`src/rtl/assert_macros.svh`:
```
// ----------------------------------------------------------------------------
// assertion macros
// shared concurrent assertion wrappers, empty when SYNTHESIS is defined
// ----------------------------------------------------------------------------
`ifndef ASSERT_MACROS_SVH
`define ASSERT_MACROS_SVH

`ifndef SYNTHESIS

// property must hold at every rising edge outside reset
`define LPS_ASSERT(lbl, clk, rstn, prop) \
  lbl: assert property (@(posedge clk) disable iff (!rstn) prop) \
    else $error("assertion failed");

// condition must never be true outside reset
`define LPS_ASSERT_NEVER(lbl, clk, rstn, cond) \
  lbl: assert property (@(posedge clk) disable iff (!rstn) !(cond)) \
    else $error("forbidden condition seen");

`else

`define LPS_ASSERT(lbl, clk, rstn, prop)
`define LPS_ASSERT_NEVER(lbl, clk, rstn, cond)

`endif

`endif

```
`src/rtl/lps_pkg.sv`:
```
// ----------------------------------------------------------------------------
// lps_pkg
// constants, register map and pattern tables of the led pattern sequencer
// ----------------------------------------------------------------------------
package lps_pkg;

  localparam int unsigned LPS_ADDR_W = 4;
  localparam int unsigned LPS_DATA_W = 32;
  localparam int unsigned LPS_NUM_BTN = 3;
  localparam int unsigned LPS_NUM_PROG = 4;

  // button slots in the raw level vector
  localparam int unsigned BTN_RUN   = 0;
  localparam int unsigned BTN_PROG  = 1;
  localparam int unsigned BTN_SPEED = 2;

  // configuration register indexes
  typedef enum logic [1:0] {
    REG_SLOW_PERIOD   = 2'd0,
    REG_FAST_PERIOD   = 2'd1,
    REG_DEBOUNCE_NEED = 2'd2
  } lps_reg_e;

  localparam logic [7:0] SLOW_PERIOD_RST   = 8'd200;
  localparam logic [7:0] FAST_PERIOD_RST   = 8'd100;
  localparam logic [7:0] DEBOUNCE_NEED_RST = 8'd5;
  localparam logic [2:0] PROG_FIRST        = 3'd1;
  localparam logic [2:0] PROG_LAST         = 3'd4;

  // number of entries in each program's pattern
  function automatic logic [3:0] pat_len(input logic [1:0] prog);
    logic [3:0] len;
    case (prog)
      2'd0:    len = 4'd2;
      2'd1:    len = 4'd8;
      2'd2:    len = 4'd6;
      default: len = 4'd4;
    endcase
    return len;
  endfunction

  // pattern entry of a program
  function automatic logic [7:0] pat_byte(input logic [1:0] prog, input logic [2:0] idx);
    logic [7:0] val;
    val = 8'h00;
    case (prog)
      2'd0: begin
        val = idx[0] ? 8'hFF : 8'h00;
      end
      2'd1: begin
        val = 8'h01 << idx;
      end
      2'd2: begin
        case (idx)
          3'd0:    val = 8'h81;
          3'd1:    val = 8'h42;
          3'd2:    val = 8'h24;
          3'd3:    val = 8'h18;
          3'd4:    val = 8'h24;
          3'd5:    val = 8'h42;
          default: val = 8'h81;
        endcase
      end
      default: begin
        case (idx[1:0])
          2'd0:    val = 8'h88;
          2'd1:    val = 8'h44;
          2'd2:    val = 8'h22;
          default: val = 8'h11;
        endcase
      end
    endcase
    return val;
  endfunction

endpackage

```
`src/rtl/lps_in_if.sv`:
```
// ----------------------------------------------------------------------------
// lps_in_if
// tick channel carrying the three raw button levels
// ----------------------------------------------------------------------------
interface lps_in_if;
  logic valid;
  logic ready;
  logic run_button;
  logic program_button;
  logic speed_button;

  modport source (output valid, output run_button, output program_button,
                  output speed_button, input ready);
  modport sink (input valid, input run_button, input program_button,
                input speed_button, output ready);
endinterface

```
`src/rtl/lps_out_if.sv`:
```
// ----------------------------------------------------------------------------
// lps_out_if
// result channel carrying the led byte and the sequencer status
// ----------------------------------------------------------------------------
interface lps_out_if;
  logic       valid;
  logic       ready;
  logic [7:0] led_byte;
  logic       is_running;
  logic [2:0] program_now;
  logic       fast_mode;

  modport source (output valid, output led_byte, output is_running,
                  output program_now, output fast_mode, input ready);
  modport sink (input valid, input led_byte, input is_running,
                input program_now, input fast_mode, output ready);
endinterface

```
`src/rtl/led_pattern_sequencer_top.sv`:
```
// ----------------------------------------------------------------------------
// led_pattern_sequencer_top
// led chaser sequencer: one transaction per timer tick, one result each
// ----------------------------------------------------------------------------
//   channel  | dir | handshake          | payload
//   in_i     | in  | valid/ready        | run_button, program_button, speed_button
//   out_o    | out | valid/ready        | led_byte, is_running, program_now, fast_mode
//   apb      | in  | psel/penable/pready| slow_period, fast_period, debounce_need
//
// one tick per clock sustained while results are taken; a tick waits in the input register,
// then the tick logic updates all state and the result register together
// result is registered at the same edge at which the tick leaves the input register
// a stalled output holds the result; the input register still takes one tick
// reset (async, active low) restores registers and all sequencer state
`include "assert_macros.svh"

module led_pattern_sequencer_top import lps_pkg::*; (
  input  logic                  clk_i,
  input  logic                  rst_ni,
  lps_in_if.sink                in_i,
  lps_out_if.source             out_o,
  input  logic                  psel,
  input  logic                  penable,
  input  logic                  pwrite,
  input  logic [LPS_ADDR_W-1:0] paddr,
  input  logic [LPS_DATA_W-1:0] pwdata,
  output logic [LPS_DATA_W-1:0] prdata,
  output logic                  pready
);

  // configuration registers
  logic [7:0] slow_q, fast_q, need_q;
  logic       cfg_wr;
  logic [1:0] cfg_idx;

  // input register
  logic                   s1_vld_q;
  logic [LPS_NUM_BTN-1:0] s1_raw_q;
  logic                   s1_adv;
  logic                   in_acc;

  // sequencer state; run/prog/speed/led double as the result payload
  logic [7:0]             tick_q, tick_d;
  logic                   pend_q, pend_d;
  logic [LPS_NUM_BTN-1:0] last_q, last_d;
  logic [LPS_NUM_BTN-1:0] stable_q, stable_d;
  logic [7:0]             cnt_q [LPS_NUM_BTN];
  logic [7:0]             cnt_d [LPS_NUM_BTN];
  logic [7:0]             cnt_inc [LPS_NUM_BTN];
  logic [LPS_NUM_BTN-1:0] fall;
  logic                   run_q, run_d;
  logic [2:0]             prog_q, prog_d;
  logic                   speed_q, speed_d;
  logic [3:0]             pidx_q [LPS_NUM_PROG];
  logic [3:0]             pidx_d [LPS_NUM_PROG];
  logic [7:0]             led_q, led_d;
  logic                   out_vld_q;

  // tick datapath temporaries
  logic [7:0] period;
  logic [1:0] sel;
  logic [3:0] idx_cur, idx_use;
  logic [2:0] prog_m1;

  // ---------------------------------------------------------------------------
  // apb port: writes land on the access cycle, no wait states
  // ---------------------------------------------------------------------------
  assign pready  = 1'b1;
  assign cfg_idx = paddr[LPS_ADDR_W-1:2];
  assign cfg_wr  = psel & penable & pwrite & pready;

  always_ff @(posedge clk_i or negedge rst_ni) begin
    if (!rst_ni) begin
      slow_q <= SLOW_PERIOD_RST;
      fast_q <= FAST_PERIOD_RST;
      need_q <= DEBOUNCE_NEED_RST;
    end else if (cfg_wr) begin
      case (cfg_idx)
        REG_SLOW_PERIOD:   slow_q <= pwdata[7:0];
        REG_FAST_PERIOD:   fast_q <= pwdata[7:0];
        REG_DEBOUNCE_NEED: need_q <= pwdata[7:0];
        default: ;
      endcase
    end
  end

  always_comb begin
    case (cfg_idx)
      REG_SLOW_PERIOD:   prdata = {{(LPS_DATA_W-8){1'b0}}, slow_q};
      REG_FAST_PERIOD:   prdata = {{(LPS_DATA_W-8){1'b0}}, fast_q};
      REG_DEBOUNCE_NEED: prdata = {{(LPS_DATA_W-8){1'b0}}, need_q};
      default:           prdata = '0;
    endcase
  end

  // ---------------------------------------------------------------------------
  // handshake: input register drains into the result register whenever the
  // result slot is empty or being taken this cycle
  // ---------------------------------------------------------------------------
  assign s1_adv     = s1_vld_q & (~out_vld_q | out_o.ready);
  assign in_i.ready = ~s1_vld_q | s1_adv;
  assign in_acc     = in_i.valid & in_i.ready;

  always_ff @(posedge clk_i or negedge rst_ni) begin
    if (!rst_ni) begin
      s1_vld_q <= 1'b0;
    end else if (in_acc) begin
      s1_vld_q <= 1'b1;
    end else if (s1_adv) begin
      s1_vld_q <= 1'b0;
    end
  end

  always_ff @(posedge clk_i) begin
    if (in_acc) begin
      s1_raw_q[BTN_RUN]   <= in_i.run_button;
      s1_raw_q[BTN_PROG]  <= in_i.program_button;
      s1_raw_q[BTN_SPEED] <= in_i.speed_button;
    end
  end

  always_ff @(posedge clk_i or negedge rst_ni) begin
    if (!rst_ni) begin
      out_vld_q <= 1'b0;
    end else if (s1_adv) begin
      out_vld_q <= 1'b1;
    end else if (out_o.ready) begin
      out_vld_q <= 1'b0;
    end
  end

  // ---------------------------------------------------------------------------
  // tick logic
  // ---------------------------------------------------------------------------
  always_comb begin
    // step timer, period chosen by the speed in effect at tick start
    period = speed_q ? fast_q : slow_q;
    tick_d = tick_q + 8'd1;
    pend_d = pend_q;
    if (tick_d == period) begin
      tick_d = '0;
      pend_d = 1'b1;
    end

    // debounce: a level is taken after need_q repeated equal samples
    for (int b = 0; b < LPS_NUM_BTN; b++) begin
      cnt_inc[b]  = cnt_q[b] + 8'd1;
      stable_d[b] = stable_q[b];
      last_d[b]   = s1_raw_q[b];
      if (s1_raw_q[b] == last_q[b]) begin
        if (cnt_inc[b] >= need_q) begin
          stable_d[b] = s1_raw_q[b];
          cnt_d[b]    = '0;
        end else begin
          cnt_d[b] = cnt_inc[b];
        end
      end else begin
        cnt_d[b] = '0;
      end
      // press is a high to low change of the debounced level
      fall[b] = stable_q[b] & ~stable_d[b];
    end

    run_d = run_q ^ fall[BTN_RUN];
    if (fall[BTN_RUN] && run_d) begin
      tick_d = '0;
    end
    speed_d = speed_q ^ fall[BTN_SPEED];
    prog_d  = prog_q;
    if (fall[BTN_PROG]) begin
      prog_d = (prog_q >= PROG_LAST || prog_q == 3'd0) ? PROG_FIRST : prog_q + 3'd1;
    end

    // pattern step on the program selected after this tick's presses
    prog_m1 = prog_d - 3'd1;
    sel     = prog_m1[1:0];
    idx_cur = pidx_q[sel];
    idx_use = (idx_cur >= pat_len(sel)) ? 4'd0 : idx_cur;
    pidx_d  = pidx_q;
    led_d   = led_q;
    if (run_d) begin
      if (pend_d) begin
        led_d       = pat_byte(sel, idx_use[2:0]);
        pidx_d[sel] = idx_use + 4'd1;
        pend_d      = 1'b0;
      end
    end else begin
      led_d = 8'h00;
    end
  end

  always_ff @(posedge clk_i or negedge rst_ni) begin
    if (!rst_ni) begin
      tick_q   <= '0;
      pend_q   <= 1'b0;
      last_q   <= '1;
      stable_q <= '1;
      for (int b = 0; b < LPS_NUM_BTN; b++) begin
        cnt_q[b] <= '0;
      end
      run_q   <= 1'b0;
      prog_q  <= PROG_FIRST;
      speed_q <= 1'b0;
      for (int p = 0; p < LPS_NUM_PROG; p++) begin
        pidx_q[p] <= '0;
      end
      led_q <= '0;
    end else if (s1_adv) begin
      tick_q   <= tick_d;
      pend_q   <= pend_d;
      last_q   <= last_d;
      stable_q <= stable_d;
      cnt_q    <= cnt_d;
      run_q    <= run_d;
      prog_q   <= prog_d;
      speed_q  <= speed_d;
      pidx_q   <= pidx_d;
      led_q    <= led_d;
    end
  end

  // result payload comes straight from the state registers
  assign out_o.valid       = out_vld_q;
  assign out_o.led_byte    = led_q;
  assign out_o.is_running  = run_q;
  assign out_o.program_now = prog_q;
  assign out_o.fast_mode   = speed_q;

  // ---------------------------------------------------------------------------
  // assertions
  // ---------------------------------------------------------------------------
  `LPS_ASSERT(a_prog_range, clk_i, rst_ni, (prog_q != 3'd0) && (prog_q <= PROG_LAST))
  `LPS_ASSERT(a_led_dark_when_stopped, clk_i, rst_ni, !run_q |-> (led_q == 8'h00))
  `LPS_ASSERT(a_adv_gives_result, clk_i, rst_ni, s1_adv |=> out_vld_q)
  `LPS_ASSERT(a_stall_cause, clk_i, rst_ni, !in_i.ready |-> (s1_vld_q && out_vld_q))
  `LPS_ASSERT_NEVER(a_prog1_index, clk_i, rst_ni, pidx_q[0] > 4'd2)

endmodule

```
`src/flat_wrapper.sv`:
```
// flat-port wrapper written by rule: the top's interface ports become plain ports
module led_pattern_sequencer_top_flat import lps_pkg::*;
  (clk_i, rst_ni, psel, penable, pwrite, paddr, pwdata, prdata, pready, in_i_valid, in_i_run_button, in_i_program_button, in_i_speed_button, in_i_ready, out_o_valid, out_o_led_byte, out_o_is_running, out_o_program_now, out_o_fast_mode, out_o_ready);
  lps_in_if in_i_i ();
  lps_out_if out_o_i ();
  input  logic clk_i;
  input  logic rst_ni;
  input  logic psel;
  input  logic penable;
  input  logic pwrite;
  input  logic [LPS_ADDR_W-1:0] paddr;
  input  logic [LPS_DATA_W-1:0] pwdata;
  output logic [LPS_DATA_W-1:0] prdata;
  output logic pready;
  input wire logic [$bits(in_i_i.valid)-1:0] in_i_valid;
  input wire logic [$bits(in_i_i.run_button)-1:0] in_i_run_button;
  input wire logic [$bits(in_i_i.program_button)-1:0] in_i_program_button;
  input wire logic [$bits(in_i_i.speed_button)-1:0] in_i_speed_button;
  output wire logic [$bits(in_i_i.ready)-1:0] in_i_ready;
  output wire logic [$bits(out_o_i.valid)-1:0] out_o_valid;
  output wire logic [$bits(out_o_i.led_byte)-1:0] out_o_led_byte;
  output wire logic [$bits(out_o_i.is_running)-1:0] out_o_is_running;
  output wire logic [$bits(out_o_i.program_now)-1:0] out_o_program_now;
  output wire logic [$bits(out_o_i.fast_mode)-1:0] out_o_fast_mode;
  input wire logic [$bits(out_o_i.ready)-1:0] out_o_ready;
  assign in_i_i.valid = in_i_valid;
  assign in_i_i.run_button = in_i_run_button;
  assign in_i_i.program_button = in_i_program_button;
  assign in_i_i.speed_button = in_i_speed_button;
  assign in_i_ready = in_i_i.ready;
  assign out_o_valid = out_o_i.valid;
  assign out_o_led_byte = out_o_i.led_byte;
  assign out_o_is_running = out_o_i.is_running;
  assign out_o_program_now = out_o_i.program_now;
  assign out_o_fast_mode = out_o_i.fast_mode;
  assign out_o_i.ready = out_o_ready;
  led_pattern_sequencer_top u_core (.clk_i(clk_i), .rst_ni(rst_ni), .in_i(in_i_i), .out_o(out_o_i), .psel(psel), .penable(penable), .pwrite(pwrite), .paddr(paddr), .pwdata(pwdata), .prdata(prdata), .pready(pready));
endmodule
```
`config.mk`:
```
export PLATFORM = sky130hd
export DESIGN_NAME = led_pattern_sequencer_top_flat
export DESIGN_NICKNAME = d
export VERILOG_FILES = /design/src/rtl/lps_pkg.sv /design/src/rtl/lps_in_if.sv /design/src/rtl/lps_out_if.sv /design/src/rtl/led_pattern_sequencer_top.sv /design/src/flat_wrapper.sv
export VERILOG_INCLUDE_DIRS = /design/src /design/src/rtl
export SDC_FILE = /design/constraint.sdc
export NUM_CORES = 1
export LEC_CHECK = 0
export ABC_AREA = 1
export BUFFER_PORTS_ARGS = -buffer_cell sky130_fd_sc_hd__clkbuf_2
export CORE_ASPECT_RATIO = 1.75
export CORE_MARGIN = 4
export CORE_UTILIZATION = 45
export DETAILED_ROUTE_END_ITERATION = 10
export GPL_TIMING_DRIVEN = 0
export PLACE_DENSITY = 0.73
export SYNTH_ARGS = -nofsm -noshare
export SYNTH_HDL_FRONTEND = slang
export SYNTH_SLANG_ARGS = --single-unit
```
`constraint.sdc`:
```
create_clock -name clk_i -period 4.9 [get_ports clk_i]
set_input_delay 0 -clock clk_i [delete_from_list [all_inputs] [get_ports clk_i]]
set_output_delay 0 -clock clk_i [all_outputs]
set_load 0.02 [all_outputs]
```
==> flow_summary.ini <==
[outcome]
status = finished clean

[floorplan]
start_util = 0.462
ios = 94
row_count = 55
fp.dieH_um = 161
die_w_um = 95.6
core_um2 = 13100
design.die.area_um2 = 15400

[placement]
gp_congestion = 0.887
pre_cts_slack_ns = -1.09
port-buffer-count = 42
place_area_um2 = 6580
post-place-cells = 971
dp.final_hpwl_um = 11000

[clock_network]
h-tree-depth = 3
cts-root-buf = clkbuf_16
clkLatencyLatePin_ns = 0.35
clockBufferDepth = 2
cts_tree = built
clk_pin_slew_ns = 0.06
numCtsBuffers = 9
cts.sinks = 97

[cells_and_area]
syn_to_final_growth_pct = 20.7
nFillCells = 1252
final_common_cell = nand2_1
fin_nets = 928
antenna_cells = 0
final_cell_mix = 170 x nand2_1, 100 x inv_1, 78 x dfrtp_1
drive_gt1_frac = 0.201
final_util = 0.558
fin_cells = 1013
fin_area_um2 = 7290

[synthesis]
syn_avg_cell_area_um2 = 8.23
ys_warn_count = 0
syn_inst = 734
ys_ff_latch = 97
syn_area_um2 = 6040
synthArstFlopShare = 0.969
synth.distinct_cells = 42
synth_edf_count = 3
synth_top_flop_cell = dfrtp_1
yosysSeqAreaShare = 0.407

[sta]
maxSlewHeadroom = 0.417
fmax_ghz = 0.213
fin_tns_setup_ns = 0
whs_ns = 0.0232
finalSetupViolCount = 0
drv_slew = 0
fin_crit_sh = 0.957
fin_skew_ns = 0.00643
hold_violations = 0
worstMarginPinSlew_ns = 0.874
period_needed_ns = 4.69
fin_ws_ns = 0.212

[worst_setup_path]
worstSetupEndpointType = register
r2r_start = u_core.cnt_q[10]$_DFFE_PN0P_
startpoint_type = register
worst-setup-path-type = reg2reg
cp.arrival_ns = 4.93
slowest_delay_ns = 0.39
cp_slowest_cell = dfrtp_1
worstPathMaxFanout = 7
critical_path_required_ns = 5.14
worstSetupStartpoint = u_core.cnt_q[10]$_DFFE_PN0P_
critPathMostFrequentCell = nand2_1

[detailed_routing]
drt_iter0_markers = 181
drcViolationCount = 0
postRouteAntennaNets = 0
dr_wl_met3_um = 534
wl_um = 14700
avgRoutedWirePerCell_um = 14.6
dr.pass1.iters = 4
via_per_inst = 5.09
drt-met1-wl_um = 5460
wl_met2_um = 8030
vias = 5159
dr.max_layer_used = met4

[power_and_ir_drop]
ir_drop_v = 0.000606
p_leak_nw = 3.76
power_density_nw_per_um2 = 649
design_power_total_mw = 4.73

[global_route]
grt_max_degree = 62
antenna_found_initial = 0
grt_usage = 0.198
grt_overflow = 0
grt_pass1_vias = 5159
grt_pass1_wl_um = 23800

[run]
drv_cap = 0

[hold_path]
min-delay-start = pwdata[1]
hp-class = in2reg
==> kinds of logic after synthesis <==
kind of cell,share of synthesized area
XOR/XNOR,0.0493
flip-flops,0.407
buffers and inverters,0.110
adder cells (fa/ha/maj),0.0932
other,0.00124
AND/OR/NAND/NOR,0.217
AO/OA/AOI/OAI,0.122
==> cell type report <==
cell class	count	area, um2	share of cell area
timing repair buffer	69	467	0.0640
multi-input combinational	512	3180	0.436
clock buffer	13	260	0.0357
tap	171	214	0.0293
inverter	112	433	0.0594
buffer	36	239	0.0328
sequential	97	2460	0.338
clock inverter	3	40.0	0.00549
==> routing by layer <==
metal  track usage  up-vias
met2         0.357      134
met4         0.121        0
li1              -     2560
met1         0.205     2426
met3        0.0354       39
met5             0        -
==> Yosys cell counts, types with 6 or more instances <==
master | number | area, um2
inv_1 | 107 | 402
o31ai_1 | 6 | 45.0
ha_1 | 45 | 563
buf_4 | 25 | 188
nand2_2 | 10 | 62.6
o21ai_0 | 56 | 280
nand4_1 | 11 | 68.8
clkbuf_1 | 8 | 30.0
nand3_1 | 38 | 190
nor2_1 | 28 | 105
nand3_2 | 6 | 60.1
nor3_1 | 9 | 45.0
xor2_1 | 31 | 272
dfrtp_1 | 79 | 1980
a21oi_1 | 17 | 85.1
o32ai_1 | 10 | 87.6
nand2_1 | 173 | 649
dfstp_2 | 15 | 394
o21ai_1 | 8 | 40.0
==> repair_timing <==
| action | CTS | global route |
|---|---|---|
| endpoints found under the hold margin | 71 | 0 |
| resized for setup | 13 | 30 |
| setup endpoints to repair | 24 | 16 |
| buffers inserted | 6 | 6 |
| hold buffers | 14 | 0 |
| pin swaps | 4 | 20 |
| gates cloned | 0 | 0 |
==> worst paths after layout <==
kind / end / slack (ns) / cells after the start
worst max-delay path: u_core.out_o.led_byte[5]$_DFFE_PN0P_ / 0.21 / 33
worst min-delay path: u_core.need_q[1]$_DFFE_PN0P_ / 0.02 / 3
worst max register to register: u_core.out_o.led_byte[5]$_DFFE_PN0P_ / 0.21 / 33
worst min register to register: u_core.out_o.led_byte[2]$_DFFE_PN0P_ / 0.48 / 2
max in group asynchronous: u_core.last_q[2]$_DFFE_PN1P_ / 3.79 / 3
min in group asynchronous: u_core.need_q[3]$_DFFE_PN0P_ / 0.32 / 2
==> sequential cells by signal, indices dropped and copies added, names as in the netlist, 8 cells and up <==
register and flops:
u_core.cnt_q 24, u_core.pidx_q 16, u_core.fast_q 8, u_core.need_q 8, u_core.out_o.led_byte 8, u_core.slow_q 8, u_core.tick_q 8
==> critical path, delay by kind of cell, from the launching register on <==
kind,cells,cell delay [ns]
buf+inv,5,0.48
flops,1,0.39
simple gates,20,1.88
compound gates,3,0.54
xor+xnor,1,0.21
fa+ha+maj,4,1.08
==> power breakdown <==
part,total [mW],leakage (nW),switching (mW),internal [mW]
logic,2.87,2.39,1.75,1.11
registers,1.15,1.22,0.143,1.00
clock network,0.717,0.150,0.294,0.422
(Power assumes the default switching activity.)
